[config.mk]
export PLATFORM = sky130hd
export DESIGN_NAME = moving_average_report_on_change
export DESIGN_NICKNAME = d
export VERILOG_FILES = /design/src/marc_pkg.sv /design/src/moving_average_report_on_change.sv /design/src/marc_ram.sv
export SDC_FILE = /design/constraint.sdc
export NUM_CORES = 2
export LEC_CHECK = 0
export ABC_AREA = 1
export BUFFER_PORTS_ARGS = -buffer_cell sky130_fd_sc_hd__buf_2
export CORE_ASPECT_RATIO = 0.75
export CORE_MARGIN = 10
export CORE_UTILIZATION = 45
export DETAILED_ROUTE_END_ITERATION = 8
export HOLD_SLACK_MARGIN = 0.15
export RECOVER_POWER = 25
export SYNTH_ARGS = -nofsm -noshare
export SYNTH_HDL_FRONTEND = slang
export SYNTH_SLANG_ARGS = --single-unit
[constraint.sdc]
create_clock -name clk -period 5.37 [get_ports clk]
set_input_delay 0.537 -clock clk [delete_from_list [all_inputs] [get_ports clk]]
set_output_delay 0.537 -clock clk [all_outputs]
set_load 0.01 [all_outputs]
[src/marc_pkg.sv]
// Shared constants, types and helpers for the moving average reporting block.
`default_nettype none

package marc_pkg;

  localparam int MAX_WINDOW_DEF = 64;
  localparam int VALUE_W        = 16;
  localparam int TIME_W         = 32;
  localparam int CFG_W          = 16;
  localparam int CFG_IDX_W      = 2;
  localparam int WIN_W          = 7;
  localparam int WIN_RESET_MAX  = 64;
  localparam int MS_W           = 26;
  localparam int MS_PER_S       = 1000;

  localparam logic [CFG_W-1:0] PRECISION_RST  = 16'd1;
  localparam logic [MS_W-1:0]  MEASURE_MS_RST = 26'd1000;
  localparam logic [MS_W-1:0]  PUBLISH_MS_RST = 26'd60000;

  typedef enum logic [CFG_IDX_W-1:0] {
    REG_PRECISION        = 2'd0,
    REG_MEASURE_INTERVAL = 2'd1,
    REG_PUBLISH_INTERVAL = 2'd2,
    REG_WINDOW_LENGTH    = 2'd3
  } cfg_reg_t;

  typedef enum logic [2:0] {
    ST_CLEAR,
    ST_IDLE,
    ST_READ,
    ST_PREP,
    ST_RUN,
    ST_AVG,
    ST_DECIDE
  } state_t;

  function automatic logic [VALUE_W-1:0] abs_diff(
    input logic signed [VALUE_W-1:0] a,
    input logic signed [VALUE_W-1:0] b
  );
    logic signed [VALUE_W:0] d;
    d = (VALUE_W+1)'(a) - (VALUE_W+1)'(b);
    return d[VALUE_W] ? VALUE_W'(-d) : VALUE_W'(d);
  endfunction

endpackage

`default_nettype wire

[src/moving_average_report_on_change.sv]
// Moving average of sensor samples with deadband and interval based publish decision.
//
//   channel   direction  handshake            payload
//   cfg_      in         cfg_we               cfg_index, cfg_data
//   in_       in         in_valid / in_ready  func, now_ms, sample_value, sample_ok
//   out_      out        out_valid / out_ready measure_due, publish, last/average value+ok
//
// One transaction steps through accept, ring read, setup, a serial sweep, average, decision.
// The sweep is set by the 32-bit time compares and the restoring divider, both one bit a cycle.
// After reset and after every window_length write, the ring is cleared slot by slot; in_ready
// stays low during that pass. A waiting result holds only the decision step; a new
// transaction is accepted while it waits.
`default_nettype none

module moving_average_report_on_change #(
  parameter int MAX_WINDOW = marc_pkg::MAX_WINDOW_DEF
) (
  input  wire logic                                  clk,
  input  wire logic                                  rst_n,
  input  wire logic                                  cfg_we,
  input  wire logic [marc_pkg::CFG_IDX_W-1:0]        cfg_index,
  input  wire logic [marc_pkg::CFG_W-1:0]            cfg_data,
  input  wire logic                                  in_valid,
  output logic                                       in_ready,
  input  wire logic                                  in_func,
  input  wire logic [marc_pkg::TIME_W-1:0]           in_now_ms,
  input  wire logic signed [marc_pkg::VALUE_W-1:0]   in_sample_value,
  input  wire logic                                  in_sample_ok,
  output logic                                       out_valid,
  input  wire logic                                  out_ready,
  output logic                                       out_measure_due,
  output logic                                       out_publish,
  output logic signed [marc_pkg::VALUE_W-1:0]        out_last_value,
  output logic                                       out_last_ok,
  output logic signed [marc_pkg::VALUE_W-1:0]        out_average_value,
  output logic                                       out_average_ok
);

  localparam int VALUE_W   = marc_pkg::VALUE_W;
  localparam int TIME_W    = marc_pkg::TIME_W;
  localparam int MS_W      = marc_pkg::MS_W;
  localparam int WIN_W     = marc_pkg::WIN_W;
  localparam int CFG_W     = marc_pkg::CFG_W;
  localparam int SLOT_W    = (MAX_WINDOW > 1) ? $clog2(MAX_WINDOW) : 1;
  localparam int CNT_W     = $clog2(MAX_WINDOW + 1);
  localparam int SUM_W     = VALUE_W + $clog2(MAX_WINDOW);
  localparam int NUM_W     = SUM_W + 1;
  localparam int DIV_W     = CNT_W + 1;
  localparam int RUN_N     = (NUM_W > TIME_W) ? NUM_W : TIME_W;
  localparam int STEP_W    = $clog2(RUN_N);
  localparam int ENTRY_W   = VALUE_W + 1;
  localparam int WIN_RESET = (MAX_WINDOW < marc_pkg::WIN_RESET_MAX) ?
                             MAX_WINDOW : marc_pkg::WIN_RESET_MAX;

  marc_pkg::state_t state_r, state_nxt;

  // configuration
  logic [CFG_W-1:0] precision_r;
  logic [MS_W-1:0]  meas_ms_r;
  logic [MS_W-1:0]  pub_ms_r;
  logic [WIN_W-1:0] window_r;
  logic [WIN_W-1:0] win_cfg;
  logic             cfg_win_wr;

  // architectural state
  logic [SLOT_W-1:0]        write_slot_r;
  logic signed [SUM_W-1:0]  sum_r;
  logic [CNT_W-1:0]         cnt_r;
  logic [TIME_W-1:0]        lmt_r;
  logic [TIME_W-1:0]        lpt_r;
  logic signed [VALUE_W-1:0] pv_r;
  logic                     pv_ok_r;
  logic signed [VALUE_W-1:0] pa_r;
  logic signed [VALUE_W-1:0] last_val_r;
  logic                     last_ok_r;
  logic [SLOT_W-1:0]        clr_addr_r;
  logic                     out_valid_r;

  // transaction payload
  logic                      func_r;
  logic                      ok_r;
  logic signed [VALUE_W-1:0] samp_r;
  logic [TIME_W-1:0]         now_r;

  // divider
  logic [NUM_W-1:0]   num_sh_r;
  logic [DIV_W-1:0]   div_r;
  logic [DIV_W-1:0]   rem_r;
  logic [VALUE_W-1:0] q_r;
  logic               sum_neg_r;
  logic [DIV_W:0]     rem_sh;
  logic [DIV_W:0]     rem_diff;
  logic               q_bit;

  // serial time compares
  logic [TIME_W-1:0] now_sh_r, lmt_sh_r, lpt_sh_r, mi_sh_r, pi_sh_r;
  logic              mbr1_r, mbr2_r, mzero_r;
  logic              pbr1_r, pbr2_r, pzero_r;
  logic              md, pd;
  logic [STEP_W-1:0] step_r;

  // decision
  logic signed [VALUE_W-1:0] avg_r;
  logic                      avg_ok_r;
  logic [VALUE_W-1:0]        d1_r;
  logic [VALUE_W-1:0]        d2;
  logic                      pub_c;
  logic                      due_c;

  // ring access
  logic [SLOT_W:0]       slot_inc;
  logic [SLOT_W-1:0]     slot_next;
  logic                  accept;
  logic                  load_out;
  logic                  clr_done;
  logic                  ram_we, ram_re;
  logic [SLOT_W-1:0]     ram_waddr;
  logic [ENTRY_W-1:0]    ram_wdata;
  logic [ENTRY_W-1:0]    ram_rdata;
  logic                  old_ok;
  logic signed [VALUE_W-1:0] old_val;
  logic signed [SUM_W-1:0]   old_term, new_term;
  logic [SUM_W-1:0]      mag;

  marc_ram #(
    .WIDTH (ENTRY_W),
    .DEPTH (MAX_WINDOW)
  ) u_ring (
    .clk   (clk),
    .we    (ram_we),
    .waddr (ram_waddr),
    .wdata (ram_wdata),
    .re    (ram_re),
    .raddr (slot_next),
    .rdata (ram_rdata)
  );

  always_comb begin
    win_cfg = cfg_data[WIN_W-1:0];
    if (win_cfg == '0) begin
      win_cfg = WIN_W'(1);
    end else if (int'(win_cfg) > MAX_WINDOW) begin
      win_cfg = WIN_W'(MAX_WINDOW);
    end
  end

  assign cfg_win_wr = cfg_we &&
                      (marc_pkg::cfg_reg_t'(cfg_index) == marc_pkg::REG_WINDOW_LENGTH);

  always_comb begin
    slot_inc  = {1'b0, write_slot_r} + (SLOT_W+1)'(1);
    slot_next = slot_inc[SLOT_W-1:0];
    if ((int'(slot_inc) >= int'(window_r)) || (int'(slot_inc) >= MAX_WINDOW)) begin
      slot_next = '0;
    end
  end

  assign clr_done = (clr_addr_r == SLOT_W'(MAX_WINDOW - 1));

  // next state
  always_comb begin
    state_nxt = state_r;
    case (state_r)
      marc_pkg::ST_CLEAR: begin
        if (clr_done) state_nxt = marc_pkg::ST_IDLE;
      end
      marc_pkg::ST_IDLE: begin
        if (in_valid) state_nxt = marc_pkg::ST_READ;
      end
      marc_pkg::ST_READ:  state_nxt = marc_pkg::ST_PREP;
      marc_pkg::ST_PREP:  state_nxt = marc_pkg::ST_RUN;
      marc_pkg::ST_RUN: begin
        if (step_r == STEP_W'(RUN_N - 1)) state_nxt = marc_pkg::ST_AVG;
      end
      marc_pkg::ST_AVG:   state_nxt = marc_pkg::ST_DECIDE;
      marc_pkg::ST_DECIDE: begin
        if (!out_valid_r || out_ready) state_nxt = marc_pkg::ST_IDLE;
      end
      default: state_nxt = marc_pkg::ST_CLEAR;
    endcase
    if (cfg_win_wr) begin
      state_nxt = marc_pkg::ST_CLEAR;
    end
  end

  // control outputs
  always_comb begin
    in_ready  = (state_r == marc_pkg::ST_IDLE);
    accept    = in_ready && in_valid;
    ram_re    = accept && in_func;
    load_out  = (state_r == marc_pkg::ST_DECIDE) && (!out_valid_r || out_ready);
    ram_we    = 1'b0;
    ram_waddr = write_slot_r;
    ram_wdata = '0;
    case (state_r)
      marc_pkg::ST_CLEAR: begin
        ram_we    = 1'b1;
        ram_waddr = clr_addr_r;
      end
      marc_pkg::ST_READ: begin
        ram_we    = func_r;
        ram_wdata = {ok_r, ok_r ? samp_r : VALUE_W'(0)};
      end
      default: begin
        ram_we = 1'b0;
      end
    endcase
  end

  // ring update terms
  always_comb begin
    old_ok   = ram_rdata[VALUE_W];
    old_val  = signed'(ram_rdata[VALUE_W-1:0]);
    old_term = old_ok ? SUM_W'(old_val) : '0;
    new_term = ok_r ? SUM_W'(samp_r) : '0;
    mag      = sum_r[SUM_W-1] ? SUM_W'(-sum_r) : SUM_W'(sum_r);
  end

  // divider step
  always_comb begin
    rem_sh   = {rem_r, num_sh_r[NUM_W-1]};
    rem_diff = rem_sh - {1'b0, div_r};
    q_bit    = (rem_sh >= {1'b0, div_r});
  end

  // serial difference bits
  assign md = now_sh_r[0] ^ lmt_sh_r[0] ^ mbr1_r;
  assign pd = now_sh_r[0] ^ lpt_sh_r[0] ^ pbr1_r;

  // publish decision
  always_comb begin
    d2    = marc_pkg::abs_diff(pa_r, avg_r);
    due_c = mzero_r || !mbr2_r;
    if (!last_ok_r) begin
      pub_c = 1'b0;
    end else if (!pv_ok_r) begin
      pub_c = 1'b1;
    end else if (pv_r == last_val_r) begin
      pub_c = pzero_r || !pbr2_r;
    end else if (d1_r >= precision_r) begin
      pub_c = 1'b1;
    end else if (avg_ok_r && (d2 >= precision_r)) begin
      pub_c = 1'b1;
    end else if (avg_ok_r && (avg_r == last_val_r)) begin
      pub_c = 1'b1;
    end else begin
      pub_c = 1'b0;
    end
  end

  always_ff @(posedge clk) begin
    if (!rst_n) begin
      state_r      <= marc_pkg::ST_CLEAR;
      clr_addr_r   <= '0;
      out_valid_r  <= 1'b0;
      precision_r  <= marc_pkg::PRECISION_RST;
      meas_ms_r    <= marc_pkg::MEASURE_MS_RST;
      pub_ms_r     <= marc_pkg::PUBLISH_MS_RST;
      window_r     <= WIN_W'(WIN_RESET);
      write_slot_r <= '0;
      sum_r        <= '0;
      cnt_r        <= '0;
      lmt_r        <= '0;
      lpt_r        <= '0;
      pv_r         <= '0;
      pv_ok_r      <= 1'b0;
      pa_r         <= '0;
      last_val_r   <= '0;
      last_ok_r    <= 1'b0;
    end else begin
      state_r <= state_nxt;

      if (state_r == marc_pkg::ST_CLEAR && !clr_done) begin
        clr_addr_r <= clr_addr_r + SLOT_W'(1);
      end

      if (load_out) begin
        out_valid_r <= 1'b1;
      end else if (out_ready) begin
        out_valid_r <= 1'b0;
      end

      if (accept && in_func) begin
        lmt_r        <= in_now_ms;
        write_slot_r <= slot_next;
      end

      if (state_r == marc_pkg::ST_READ && func_r) begin
        sum_r      <= sum_r - old_term + new_term;
        cnt_r      <= cnt_r - CNT_W'(old_ok) + CNT_W'(ok_r);
        last_val_r <= ok_r ? samp_r : VALUE_W'(0);
        last_ok_r  <= ok_r;
      end

      if (load_out && pub_c) begin
        lpt_r   <= now_r;
        pv_r    <= last_val_r;
        pv_ok_r <= 1'b1;
        pa_r    <= avg_r;
      end

      if (cfg_we) begin
        case (marc_pkg::cfg_reg_t'(cfg_index))
          marc_pkg::REG_PRECISION:        precision_r <= cfg_data;
          marc_pkg::REG_MEASURE_INTERVAL: meas_ms_r <= MS_W'(cfg_data) *
                                                       MS_W'(marc_pkg::MS_PER_S);
          marc_pkg::REG_PUBLISH_INTERVAL: pub_ms_r <= MS_W'(cfg_data) *
                                                      MS_W'(marc_pkg::MS_PER_S);
          marc_pkg::REG_WINDOW_LENGTH: begin
            window_r     <= win_cfg;
            clr_addr_r   <= '0;
            write_slot_r <= '0;
            sum_r        <= '0;
            cnt_r        <= '0;
            last_val_r   <= '0;
            last_ok_r    <= 1'b0;
          end
          default: precision_r <= precision_r;
        endcase
      end
    end
  end

  always_ff @(posedge clk) begin
    case (state_r)
      marc_pkg::ST_IDLE: begin
        func_r <= in_func;
        ok_r   <= in_sample_ok;
        samp_r <= in_sample_value;
        now_r  <= in_now_ms;
      end
      marc_pkg::ST_PREP: begin
        num_sh_r  <= {mag, 1'b0} + NUM_W'(cnt_r);
        div_r     <= {cnt_r, 1'b0};
        rem_r     <= '0;
        q_r       <= '0;
        sum_neg_r <= sum_r[SUM_W-1];
        now_sh_r  <= now_r;
        lmt_sh_r  <= lmt_r;
        lpt_sh_r  <= lpt_r;
        mi_sh_r   <= TIME_W'(meas_ms_r);
        pi_sh_r   <= TIME_W'(pub_ms_r);
        mbr1_r    <= 1'b0;
        mbr2_r    <= 1'b0;
        mzero_r   <= 1'b1;
        pbr1_r    <= 1'b0;
        pbr2_r    <= 1'b0;
        pzero_r   <= 1'b1;
        step_r    <= '0;
      end
      marc_pkg::ST_RUN: begin
        step_r <= step_r + STEP_W'(1);
        if (int'(step_r) < NUM_W) begin
          num_sh_r <= num_sh_r << 1;
          q_r      <= {q_r[VALUE_W-2:0], q_bit};
          rem_r    <= q_bit ? rem_diff[DIV_W-1:0] : rem_sh[DIV_W-1:0];
        end
        if (int'(step_r) < TIME_W) begin
          mbr1_r   <= (!now_sh_r[0] && lmt_sh_r[0]) ||
                      (!(now_sh_r[0] ^ lmt_sh_r[0]) && mbr1_r);
          mbr2_r   <= (!md && mi_sh_r[0]) || (!(md ^ mi_sh_r[0]) && mbr2_r);
          mzero_r  <= mzero_r && !lmt_sh_r[0];
          pbr1_r   <= (!now_sh_r[0] && lpt_sh_r[0]) ||
                      (!(now_sh_r[0] ^ lpt_sh_r[0]) && pbr1_r);
          pbr2_r   <= (!pd && pi_sh_r[0]) || (!(pd ^ pi_sh_r[0]) && pbr2_r);
          pzero_r  <= pzero_r && !lpt_sh_r[0];
          now_sh_r <= now_sh_r >> 1;
          lmt_sh_r <= lmt_sh_r >> 1;
          lpt_sh_r <= lpt_sh_r >> 1;
          mi_sh_r  <= mi_sh_r >> 1;
          pi_sh_r  <= pi_sh_r >> 1;
        end
      end
      marc_pkg::ST_AVG: begin
        avg_ok_r <= (cnt_r != '0);
        if (cnt_r == '0) begin
          avg_r <= '0;
        end else begin
          avg_r <= sum_neg_r ? signed'(VALUE_W'(-q_r)) : signed'(q_r);
        end
        d1_r <= marc_pkg::abs_diff(pv_r, last_val_r);
      end
      marc_pkg::ST_DECIDE: begin
        if (load_out) begin
          out_measure_due   <= due_c;
          out_publish       <= pub_c;
          out_last_value    <= last_val_r;
          out_last_ok       <= last_ok_r;
          out_average_value <= avg_r;
          out_average_ok    <= avg_ok_r;
        end
      end
      default: begin
        step_r <= step_r;
      end
    endcase
  end

  assign out_valid = out_valid_r;

endmodule

`default_nettype wire

[src/marc_ram.sv]
// Generic single-write, single-read RAM with registered read data.
`default_nettype none

module marc_ram #(
  parameter int WIDTH = marc_pkg::VALUE_W + 1,
  parameter int DEPTH = marc_pkg::MAX_WINDOW_DEF
) (
  input  wire logic                                    clk,
  input  wire logic                                    we,
  input  wire logic [((DEPTH > 1) ? $clog2(DEPTH) : 1)-1:0] waddr,
  input  wire logic [WIDTH-1:0]                        wdata,
  input  wire logic                                    re,
  input  wire logic [((DEPTH > 1) ? $clog2(DEPTH) : 1)-1:0] raddr,
  output logic      [WIDTH-1:0]                        rdata
);

  logic [WIDTH-1:0] mem [DEPTH];

  always_ff @(posedge clk) begin
    if (we) begin
      mem[waddr] <= wdata;
    end
    if (re) begin
      rdata <= mem[raddr];
    end
  end

endmodule

`default_nettype wire

# Word level (Yosys, flattened, before mapping)
# Memory sizes are Yosys's and may differ from the RTL's. A register that Yosys moved wholly into a read port is not among the register bits.
# Cells that the tools add are included.
totals:
  ramBits: 1088
  out_inout_bits: 38
  mem_count: 1
  register_bits: 573
mem_list:
  columns: ["memory", "depth", "word_bits", "rd", "rd_ports_with_merged_regs", "write_ports", "line_no", "text"]
  rows:
  - ["u_ring.mem", 64, 17, 1, 1, 1, "marc_ram.sv:17", "logic [WIDTH-1:0] mem [DEPTH];"]
op_classes:
  bitwise_logic: 7
  multipliers: 1
  add_sub_neg: 15
  n_eq_ne: 18
  n_reduce_logical: 55
  order_cmp: 7
  muxes: 65
ops:
  columns: ["operator", "n"]
  rows:
  - ["case mux 32 bit (2 select lines)", 5]
  - ["2-to-1 mux 22 bit", 6]
  - ["2-to-1 mux 16 bit", 8]
  - ["2-to-1 mux 6 bit", 8]
  - ["negator 16 bit", 3]
  - ["case mux 23 bit (2 select lines)", 1]
  - ["2-to-1 mux 7 bit", 5]
  - ["subtractor 16 x 16 -> 17 bit", 2]
  - ["== test 16 bit", 2]
  - [">= comparator 16 bit", 2]
  - ["case mux 16 bit (2 select lines)", 1]
  - ["adder 23 x 7 -> 23 bit", 1]
  - ["multiplier 16 x 7 -> 23 bit (second input constant)", 1]
  - ["2-to-1 mux 23 bit", 1]
  - ["adder 22 bit", 1]
  - ["negator 22 bit", 1]
  - ["subtractor 22 bit", 1]
  - ["case mux 3 bit (7 select lines)", 1]
  - ["logical AND 1 bit", 19]
  - ["2-to-1 mux 17 bit", 1]
  - ["2-to-1 mux 8 bit", 2]
  - ["case mux 8 bit (2 select lines)", 1]
  - ["logical NOT 7 bit", 2]
  - ["case mux 1 bit (2 select lines)", 7]
  - ["33 further kinds", 86]

# Longest topological paths before layout
logic_depth:
  depth_word: 11
  mapped_depth: 35
  mapped_depth_nobuf: 32

# Modules after synthesis
# A second synthesis with hierarchy kept.
hier_totals:
  hier_cells: 7698
  area_unflattened_um2: 76962.6
by_module_without_submodules:
  columns: ["module", "seq_area_each_um2", "n_inst", "cells_each", "area_each_um2"]
  rows:
  - ["marc_ram", 33181.8, 1, 3745, 44649.1]
  - ["moving_average_report_on_change", 14564.0, 1, 3953, 32313.5]

# Worst setup path after synthesis
# No wires, ideal clock.
synth_timing:
  path_type: "reg-to-reg"
  startpoint: "register state_r[1]"
  endpoint: "register state_r[2]"
  path_stages_with_launch: 7
  path_slack_ps: 35
  arrival_time_ps: 5262
  period_less_slack_ps: 5335
  n_path_buf: 0
  cell_sequence: "dfxtp_1 inv_1 nor3_1 inv_1 nand2_1 o311ai_0 inv_1"
synth_between:
  elab_chain_len: 3
  word_cells_on_any_way: 13
synth_rtl:
  columns: ["item", "line_no", "text"]
  rows:
  - ["start: declaration", "moving_average_report_on_change.sv:55", "marc_pkg::state_t state_r, state_nxt;"]
  - ["start signal: assignment", "moving_average_report_on_change.sv:253", "state_r <= marc_pkg::ST_CLEAR;"]
  - ["start signal: assignment", "moving_average_report_on_change.sv:271", "state_r <= state_nxt;"]
  - ["== test 3 bit, or another cell as far along", "moving_average_report_on_change.sv:163", "case (state_r)"]
  - ["inequality test 2 bit (no line)", null, null]
  - ["AND reduction 4 bit (no line)", null, null]
# Parallel ways exist; a longest one is shown, timed or not.
# A chain may end at the register's enable or synchronous reset.

# Worst setup path after layout
layout_timing:
  startpoint: "register state_r[2]"
  endpoint: "register num_sh_r[22] (enable)"
layout_between:
  elab_chain_len: 3
  word_cells_on_any_way: 5
layout_rtl:
  columns: ["item", "line_no", "text"]
  rows:
  - ["== test 3 bit or == test 3 x 2 -> 1 bit (tied branches)", "moving_average_report_on_change.sv:325", "case (state_r)"]
  - ["inequality test 2 bit (no line) or nonzero test 2 bit (tied branches)", null, null]
  - ["AND reduction 2 bit (no line) *", null, null]
  - ["end signal: assignment", "moving_average_report_on_change.sv:333", "num_sh_r <= {mag, 1'b0} + NUM_W'(cnt_r);"]
  - ["end signal: assignment", "moving_average_report_on_change.sv:354", "num_sh_r <= num_sh_r << 1;"]
  - ["end: declaration", "moving_average_report_on_change.sv:86", "logic [NUM_W-1:0] num_sh_r;"]
# Every way passes the cells marked *; elsewhere a longest branch is shown, timed or not.

==> reports/results.ini <==
[run_status]
status=finished, violations left
violations=max-capacitance violations, max-slew violations

[timing]
hold_slack_ns=0.2119
clock_skew_ns=0.04614
slew_viol_final=588
report.final.setup_viol=0
slew_headroom_pct=-123.5
fmax_mhz=201.3
final.period_utilization_pct=92.49
rsz0062_at_grt=no
hold_viol_final=0
layout_min_cycle_time_ns=4.967
worst_pin_slew_ns=3.352
tns_ns=0

[final_layout]
final_net_count=8833
final_cells=11000
area_delta_synth_final_pct=11.49
final_cell_area_um2=89250
seqCellArea_um2=47750
drive_gt1_share_pct=6.094
multiInputGateArea_um2=24930
nFillCells=16090

[yosys]
synth_edf_count=1438
synthCells=8360
yosysSeqAreaShare_pct=59.64
synthXorXnorAreaFrac_pct=1.197
ys.flop_type=edfxtp_1
synth_compound_gate_area_share_pct=4.470
synth-simple-area-share_pct=20.36
syn_nets=8696
yosys.cell_types.count=57
synth_area_um2=80050
synthAdderAreaFrac_pct=4.880
synth_top_family_by_area=simple AND/OR/NAND/NOR gates
yosys_warnings=0
ys_ff_latch=1666
avgSynthCellArea_um2=9.576
synth.area.mux_share_pct=0
synthArstFlopShare_pct=0

[power_and_ir_drop]
leakage_nw=37.91
p_total_mw=36.76
p_per_area_nw_per_um2=411.9
peakVddDrop_uv=342.3

[cts]
clock_path_buffers=3
clkSlewWorstSetupHoldPaths_ns=0.07
h-tree-depth=4
cts_root_buffer=clkbuf_16
insertion_delay_ns=0.82
cts_buffers=168
cts.sinks=1666
cts_tree=done
post_cts_buffers=0

[detailed_routing]
routed_wirelength_um=220800
routed_via_density=5.222
drc=0
drt-wirelength-per-cell_um=20.08
dr.first_iter.drc_count=6699
dr_total_vias=57420
dr.pass1.iters=6
drtAntennaViolNets=0

[global_route]
gr-total-overflow=0
grt_max_degree=160
antenna_found_initial=8
grt_pass1_vias=53870
grt_pass1_wl_um=334500
grt.total_usage_pct=22.04

[worst_hold_path]
hold_class=primary input to flop

[placed_design]
placed_area_um2=83480
place.gp.congestion=0.8761
dp_cells=10630
io_buffers=110
dp_hpwl_um=136700

[flow_run]
cap_violations=16

[worst_setup_path]
criticalPathCategory=flop to flop
startpoint_type=flop
cp_max_fo=58
endpoint_kind=flop
arrival_ns=5.42
worst_ep_required_time_ns=5.82

[floorplan]
start_util_pct=45.47
die_w_um=507.0
ios=111
dieArea_um2=195300
coreArea_um2=176100
die_height_um=385.3
rows=133

-- Yosys cell counts (11+ instances only) --
library cell | number | share of area [%]
xnor2_1 | 39 | 0.43
nand2_1 | 1726 | 8.1
nor3_1 | 33 | 0.21
xor2_1 | 63 | 0.69
nor2_1 | 684 | 3.2
a211oi_1 | 11 | 0.10
buf_4 | 52 | 0.49
edfxtp_1 | 1438 | 54
inv_1 | 1463 | 6.9
or2_2 | 15 | 0.12
a21oi_1 | 212 | 1.3
buf_1 | 25 | 0.12
inv_2 | 15 | 0.070
o211ai_1 | 29 | 0.27
buf_6 | 33 | 0.46
dfxtp_1 | 228 | 5.7
ha_1 | 181 | 2.8
o21ai_1 | 27 | 0.17
nand4_1 | 100 | 0.78
nand3_1 | 1191 | 7.4
buf_2 | 104 | 0.65
fa_1 | 82 | 2.1
clkbuf_1 | 163 | 0.76
o21ai_0 | 330 | 2.1
-- kinds of logic after synthesis --
group           Yosys count
xor+xnor                106
buf+inv                1861
simple gates           3802
flops                  1666
compound gates          662
fa+ha+maj               263
-- power by group --
part	switching (mW)	internal, mW	leakage, nW	total, mW
Sequential	0.242	15.2	14.8	15.5
Combinational	6.82	2.73	20.5	9.55
Clock	5.21	6.55	2.64	11.8
Total	12.3	24.5	37.9	36.8
-- layer usage --
layer  part of all wire (%)  global-route usage, %  vias to the layer above  wire length (µm)
met5                 0.0077                      0                        -                17
met3                    9.1                  4.584                      292             20150
met1                     47                  33.84                    27350            104300
met2                     41                  31.67                     2174             91600
li1                       -                      -                    27600                 -
met4                    2.2                  5.322                        2              4779
-- final cells by class --
cell class	instances	share of cell area (%)
Inverter	1484	6.266
Multi-Input combinational cell	4833	27.94
Antenna cell	1	0.002804
Clock inverter	89	1.082
Clock buffer	216	5.037
Timing Repair Buffer	344	2.863
Sequential cell	1666	53.50
Tap cell	2362	3.311
-- timing repair --
item	4_1_cts	5_1_grt
resized for setup	0	3
endpoints found under the setup margin	0	37
hold buffers	56	0
hold endpoints to repair	88	0
-- layout by cell type, fill, tap and decap left out, types with 11 or more instances in the layout --
cell type / instances
inv_1: 1467
xor2_1: 63
clkinv_1: 33
nand2_1: 1723
buf_4: 125
a211oi_1: 11
edfxtp_1: 1438
nand4_1: 100
o21ai_0: 331
clkbuf_1: 132
buf_12: 22
xnor2_1: 39
buf_2: 41
dfxtp_1: 226
nor2_1: 668
o211ai_1: 29
ha_1: 181
nand3_1: 1191
nor3_1: 31
dlygate4sd3_1: 56
o21ai_1: 26
a21oi_1: 212
nor2_4: 18
bufinv_16: 12
or2_2: 15
clkinv_2: 24
fa_1: 82
clkbuf_16: 169
-- state kept, by name (all words and copies together), names as in the netlist, 17 cells and up --
signal        count
u_ring.mem     1088
lmt_r            32
lmt_sh_r         32
lpt_r            32
lpt_sh_r         32
now_r            32
now_sh_r         32
mi_sh_r          26
pi_sh_r          26
meas_ms_r        23
num_sh_r         23
pub_ms_r         23
sum_r            22
u_ring.rdata     17
-- worst max-delay path, cell delays in order (launching register included) --
cell and delay (ns):
dfxtp_1 0.45, nand2_1 1.41, a21oi_1 1.97, clkbuf_4 0.74
-- metrics by stage --
stage / util [%] / worst slack, ns
floorplan: - / 0.03451
global placement: 47.41 / 0.5202
detailed placement: 47.41 / 0.4819
CTS: 50.83 / 0.4623
global route: 50.69 / 0.03368
finish: 50.69 / 0.4031
-- path summary, 6_finish.rpt --
check | from | endpoint | slack (ns) | cells after the start
setup / recovery | state_r[2] | num_sh_r[22] | 0.40 | 3
hold reg to reg | pv_ok_r | pv_ok_r | 0.45 | 2
setup reg to reg | state_r[2] | num_sh_r[22] | 0.40 | 3
hold / removal | cfg_data[13] | precision_r[13] | 0.21 | 3
(Power assumes the default switching activity.)
